<file path="config.mk">
export PLATFORM = sky130hd
export DESIGN_NAME = bsc_front
export DESIGN_NICKNAME = d
export VERILOG_FILES = /design/src/hw/rtl/bsc_pkg.sv /design/src/hw/rtl/bsc_front.sv
export SDC_FILE = /design/constraint.sdc
export NUM_CORES = 1
export LEC_CHECK = 0
export ABC_AREA = 1
export BUFFER_PORTS_ARGS = -buffer_cell sky130_fd_sc_hd__buf_2
export CORE_AREA = 2 2 84 86
export DETAILED_ROUTE_END_ITERATION = 10
export DIE_AREA = 0 0 86 88
export HOLD_SLACK_MARGIN = 0.1
export MAX_ROUTING_LAYER = met4
export PLACE_DENSITY = 0.8
export SYNTH_ARGS = -nofsm -noshare
export SYNTH_HDL_FRONTEND = slang
export SYNTH_SLANG_ARGS = --single-unit
</file>
<file path="constraint.sdc">
create_clock -name i_clk -period 9.9 [get_ports i_clk]
set_input_delay 2.97 -clock i_clk [delete_from_list [all_inputs] [get_ports i_clk]]
set_output_delay 2.97 -clock i_clk [all_outputs]
set_load 0.01 [all_outputs]
</file>
<file path="src/hw/rtl/bsc_pkg.sv">
`timescale 1ns / 1ps
// ----------------------------------------------------------------------------
// bsc_pkg
// Shared types and constants of the barometric compensation block.
// ----------------------------------------------------------------------------
package bsc_pkg;

    localparam int RawW  = 20;
    localparam int CoefW = 16;
    localparam int TempW = 32;
    localparam int PresW = 32;
    localparam int StatW = 2;
    localparam int CfgIdxW = 3;
    localparam int CfgDataW = 64;

    localparam int LimbW = 24;
    localparam int MulAW = 3 * LimbW;
    localparam int MulBW = 32;
    localparam int MulPW = MulAW + MulBW;

    localparam logic [CfgIdxW-1:0] CFG_TEMP  = 3'd0;
    localparam logic [CfgIdxW-1:0] CFG_PLOW  = 3'd1;
    localparam logic [CfgIdxW-1:0] CFG_PHIGH = 3'd2;
    localparam logic [CfgIdxW-1:0] CFG_PLAST = 3'd3;

    typedef enum logic [StatW-1:0] {
        ST_OK         = 2'd0,
        ST_READ_FAULT = 2'd1,
        ST_DIV_FAULT  = 2'd2
    } t_status;

    typedef struct packed {
        logic            fault;
        logic [RawW-1:0] raw_t;
        logic [RawW-1:0] raw_p;
    } t_item;

    typedef struct packed {
        logic        [CoefW-1:0] t1;
        logic signed [CoefW-1:0] t2;
        logic signed [CoefW-1:0] t3;
        logic        [CoefW-1:0] p1;
        logic signed [CoefW-1:0] p2;
        logic signed [CoefW-1:0] p3;
        logic signed [CoefW-1:0] p4;
        logic signed [CoefW-1:0] p5;
        logic signed [CoefW-1:0] p6;
        logic signed [CoefW-1:0] p7;
        logic signed [CoefW-1:0] p8;
        logic signed [CoefW-1:0] p9;
    } t_coeffs;

endpackage

</file>
<file path="src/hw/rtl/bsc_front.sv">
`timescale 1ns / 1ps
// ----------------------------------------------------------------------------
// bsc_front
// Accepts raw readings, flags zero readings and queues them for the back end.
// ----------------------------------------------------------------------------
module bsc_front (
    input  logic                     i_clk,
    input  logic                     i_rst_n,
    input  logic                     i_valid,
    output logic                     o_ready,
    input  logic [bsc_pkg::RawW-1:0] i_raw_temperature,
    input  logic [bsc_pkg::RawW-1:0] i_raw_pressure,
    output logic                     o_item_valid,
    input  logic                     i_item_ready,
    output bsc_pkg::t_item           o_item
);
    import bsc_pkg::*;

    t_item      r_q [2];
    logic       r_wptr;
    logic       r_rptr;
    logic [1:0] r_count;
    logic       w_push;
    logic       w_pop;

    assign o_ready      = (r_count != 2'd2);
    assign o_item_valid = (r_count != 2'd0);
    assign o_item       = r_q[r_rptr];
    assign w_push       = i_valid && o_ready;
    assign w_pop        = o_item_valid && i_item_ready;

    always_ff @(posedge i_clk) begin
        if (!i_rst_n) begin
            r_wptr  <= 1'b0;
            r_rptr  <= 1'b0;
            r_count <= 2'd0;
        end else begin
            if (w_push) begin
                r_wptr <= ~r_wptr;
            end
            if (w_pop) begin
                r_rptr <= ~r_rptr;
            end
            if (w_push && !w_pop) begin
                r_count <= r_count + 2'd1;
            end else if (w_pop && !w_push) begin
                r_count <= r_count - 2'd1;
            end
        end
        if (w_push) begin
            r_q[r_wptr].fault <= (i_raw_temperature == '0) || (i_raw_pressure == '0);
            r_q[r_wptr].raw_t <= i_raw_temperature;
            r_q[r_wptr].raw_p <= i_raw_pressure;
        end
    end

endmodule

</file>
# == After elaboration in Yosys (flattened, before gate mapping) ==
# Memory sizes are Yosys's and may differ from the RTL's. A register that Yosys moved wholly into a read port is not among the register bits.
# Index checks and enable logic that the tools add are counted.
# W data, S select, Z words.
# totals
memories,1
out_inout_bits,43
in_bits,44
wordCells,26
register_bits,4
ram_bits,82
# memory_table
memory,depth,word_bits,read_ports,rd_ports_with_merged_regs,write_ports,line_no,text
r_q,2,41,1,1,1,bsc_front.sv:19,t_item r_q [2];
# op_classes
add_sub_neg,2
eq_ne,1
bitwise,2
reduce_logical,11
muxes,6
# op_table
cell,count
$logic_not A20 Y1,2
$logic_and A1 B1 Y1,4
$mux W1,4
$mux W2,2
$reduce_bool A2 Y1,2
$add A2 B1 Y2 const B,1
$logic_not A1 Y1,2
$ne A2 B2 Y1 const B,1
$not A1 Y1,2
$sub A2 B1 Y2 const B,1
$logic_or A1 B1 Y1,1

# == Depth between registers and ports, before layout ==
# depth
word_depth,6
ltp_mapped,11
depth_no_buf,11

# == Worst setup path before layout ==
# OpenSTA, ideal clock, no wires.
# synth_path
path_type,input to register
start,input port i_valid
end,memory r_q[1][0] (netlist name) (enable)
setup_slack_ps,4653
setup_ps,441
required_ps,9459
t_arrival_ps,4806
stages,2
n_path_buf,0
path_cell_list,nand2_1 > nor2_1
# synth_between
elab_chain_len,3
# synth_rtl
item,line_no,text
"start, declared",bsc_front.sv:9,"input logic i_valid,"
$logic_and A1 B1 Y1,bsc_front.sv:29,assign w_push = i_valid && o_ready;
$mux W1,bsc_front.sv:50,if (w_push) begin
$mux W1 (implied by the code),bsc_front.sv:53,r_q[r_wptr].raw_p <= i_raw_pressure;
"end, declared",bsc_front.sv:19,
# Every way passes these cells.

==> implementation parameters <==
Parameter                              Value

Detailed routing
  Top metal layer carrying routed signals ... met4
  Number of antenna-violating nets in the routed design ... 0
  Vias ... 1882
  Sum of routed wire segments on met1 ... 2310 µm
  Length of routed met2 wiring ... 2880 µm
  Iteration-0 DRC count of the detailed router ... 109
  Detailed-routing iteration count for the pre-antenna-repair pass ... 4
  Total wirelength of the detailed-routed design ... 5610 µm
  Routed length per placed instance ... 14.9 µm
  DRC errors left ... 0
  Vias per std cell ... 4.99
  Met3 Routed Length ... roughly 350 µm

Logic synthesis
  Cell count after synthesis ... about 200
  Warnings, synthesis ... 0
  Average instance area after synthesis ... 17.9 µm²
  Register area share after synthesis ... 0.725
  Synth cell types ... 17
  Count of state elements after synthesis ... 87
  Synth Cell Area ... 3540 µm²
  Total nets after synthesis ... 243

Cells and area
  Share of final-layout standard cells stronger than drive strength 1 ... 0.488
  Top library cells by usage in the layout, fill and taps aside ... 86 x buf_2, 82 x edfxtp_1, 40 x mux2_4
  Net count reported at finish ... 337
  Growth of design area from synthesis to finish ... 18.4%
  Antenna Diode Count ... 0
  Number of fillers in the final layout ... about 500
  Most common cell after layout, fill and taps aside ... buf_2

Clock tree
  Clock buffers created by TritonCTS ... 9
  H-tree levels ... 3
  Clock root buffer ... clkbuf_8
  Clock latency reported for the late side of the worst-skew pair ... roughly 340 ps
  Maximum root-to-sink buffer count ... 2
  Count of instances resized after the clock tree is built ... 0
  TritonCTS clock tree ... built
  Post-CTS Hold Fix Bufs ... 0
  Postcts setup bufs ... 0
  Count of clock tree sinks ... 87
  Clock transition at the register clock pins on the worst setup and hold paths after CTS ... 80 ps

Power
  Total power divided by cell area ... between 200 and 250 nW/µm²
  IR Drop Worst-Case VDD ... about 0.00017 V
  Total chip power ... 974 µW
  Static leakage ... 1.67 nW

GRT
  Global-route congestion overflow total ... 0
  Global-route wire length before repair ... approximately 8600 µm
  Number of global-route vias before repair ... 1843
  Pin count of the biggest net entering global routing ... between 40 and 50
  Total global-route track usage ... 0.159
  Initial antenna violation count ... 0

STA
  Final critical path time including I/O delays and setup ... 5120 ps
  Final Max Tran Viols ... 0
  Post-route setup slack ... roughly 4800 ps
  Worst hold-check slack ... 512 ps
  Post-route clock period utilization ... 0.517
  Setup repair after global routing missed its margin ... no
  Fmax ... between 150 and 200 MHz
  Final Hold Vio Count ... 0
  Worst-case clock skew ... between 8 and 9 ps
  Transition time at the pin with the least slew margin ... 1170 ps
  Sum Neg Setup Slack ... 0 ps
  Worst-case headroom to the max-slew limit ... 0.221
  Final setup viols ... 0

Critical path
  Kind of critical path ... flip-flop to output port
  Critical path's slowest cell ... dfxtp_2
  Critical Path Start Type ... flip-flop
  Critical-path cell list ... buf_4 -> mux2_2 -> buf_2
  Kind of capture point of the worst setup path ... output port
  Cell family with the largest share of critical-path delay ... flip-flops
  Maximum net fanout on the critical path ... 21
  Delay of the slowest cell on the worst path ... 770 ps
  Worst path bufs/invs ... 2
  Reg-to-reg setup timing slack ... a little under 8000 ps
  Critical path required time ... approximately 7000 ps
  Arrival @ worst endpoint ... 2150 ps

Floorplanning
  Cell row count ... 30
  Area of the die ... 7570 µm²
  Die boundary height ... 88 µm
  Core Box Area ... 6640 µm²
  Top Ports ... 87
  Initial standard-cell utilization of the core ... 0.532
  Horizontal die dimension ... about 86 µm

Run status
  Run status ... finished clean

Place
  HPWL after detailed placement ... 3840 µm
  Post-placement worst setup slack ... 5130 ps
  Global placer's final weighted congestion ... 0.714
  Number of buffer cells added on primary ports ... 86

Run
  # Max-Cap Violations ... 0

Hold path
  Hold Path Class ... flip-flop to flip-flop
-- worst paths after layout --
check | startpoint | end | depth (start not counted)
setup / recovery | flip-flop | o_item[33] | 3
setup reg to reg | r_count[0]$_SDFFE_PN0P_ | r_q[0][9]$_DFFE_PP_ | 4
hold / removal | r_count[0]$_SDFFE_PN0P_ | r_count[0]$_SDFFE_PN0P_ | 2
hold reg to reg | r_count[0]$_SDFFE_PN0P_ | r_count[0]$_SDFFE_PN0P_ | 2
-- metrics by stage --
stage / std cells / util / area (µm²)
CTS: 377 / 0.630 / 4190
detailed placement: 361 / 0.603 / 4010
global route: 377 / 0.630 / 4190
floorplan: 198 / - / 3540
global placement: 361 / 0.603 / 4010
finish: 377 / 0.630 / 4190
-- cell type report --
type                       instances  area, µm²  share of cell area
multi-input combinational        100        875               0.209
timing repair buffer              88        445               0.106
tap                               80        100              0.0239
clock buffer                      12        135              0.0323
inverter                           6       22.5             0.00538
sequential                        87       2560               0.612
clock inverter                     4       46.3              0.0111
-- metal layers --
layer,global-route usage,vias to the layer above
li1,-,911
met1,0.179,908
met2,0.264,57
met3,0.0452,6
met4,0.0693,0
met5,-,-
-- synthesized netlist by cell type, drive strengths merged --
master,n,area share
a21oi,2,0.0028
buf,5,0.026
nor2,31,0.033
nand3b,2,0.0042
edfxtp,82,0.70
ha,1,0.0035
nand2,18,0.019
and2,1,0.0018
mux2,41,0.17
inv,6,0.0064
dfxtp,5,0.028
nand3,1,0.0014
o21ai,3,0.0042
-- sequential cells by signal (all words and copies together), names as in the netlist, named ones only --
| name | flops |
|---|---|
| r_rptr | 1 |
| r_count | 2 |
| r_wptr | 1 |
| r_q | 82 |
-- report_power, final --
| group | switching, mW | internal [mW] | leakage, nW |
|---|---|---|---|
| registers | 0.0267 | 0.466 | 0.807 |
| logic | 0.123 | 0.130 | 0.772 |
| clock network | 0.112 | 0.116 | 0.0880 |
| total | 0.262 | 0.712 | 1.67 |
-- worst reg2reg max path: stages, from the launching register on --
cell and delay (ps):
dfxtp_1 350, inv_2 60, nand2_1 70, nand2_1 150, nor2_4 920
-- cell families after synthesis --
group,Yosys count,share of synthesized area
AOI/OAI and AO/OA,5,0.00708
adders and majority gates,1,0.00354
buffers and inverters,11,0.0322
DFF,87,0.725
muxes,41,0.173
and+or+nand+nor,53,0.0594
(Power assumes the default switching activity.)
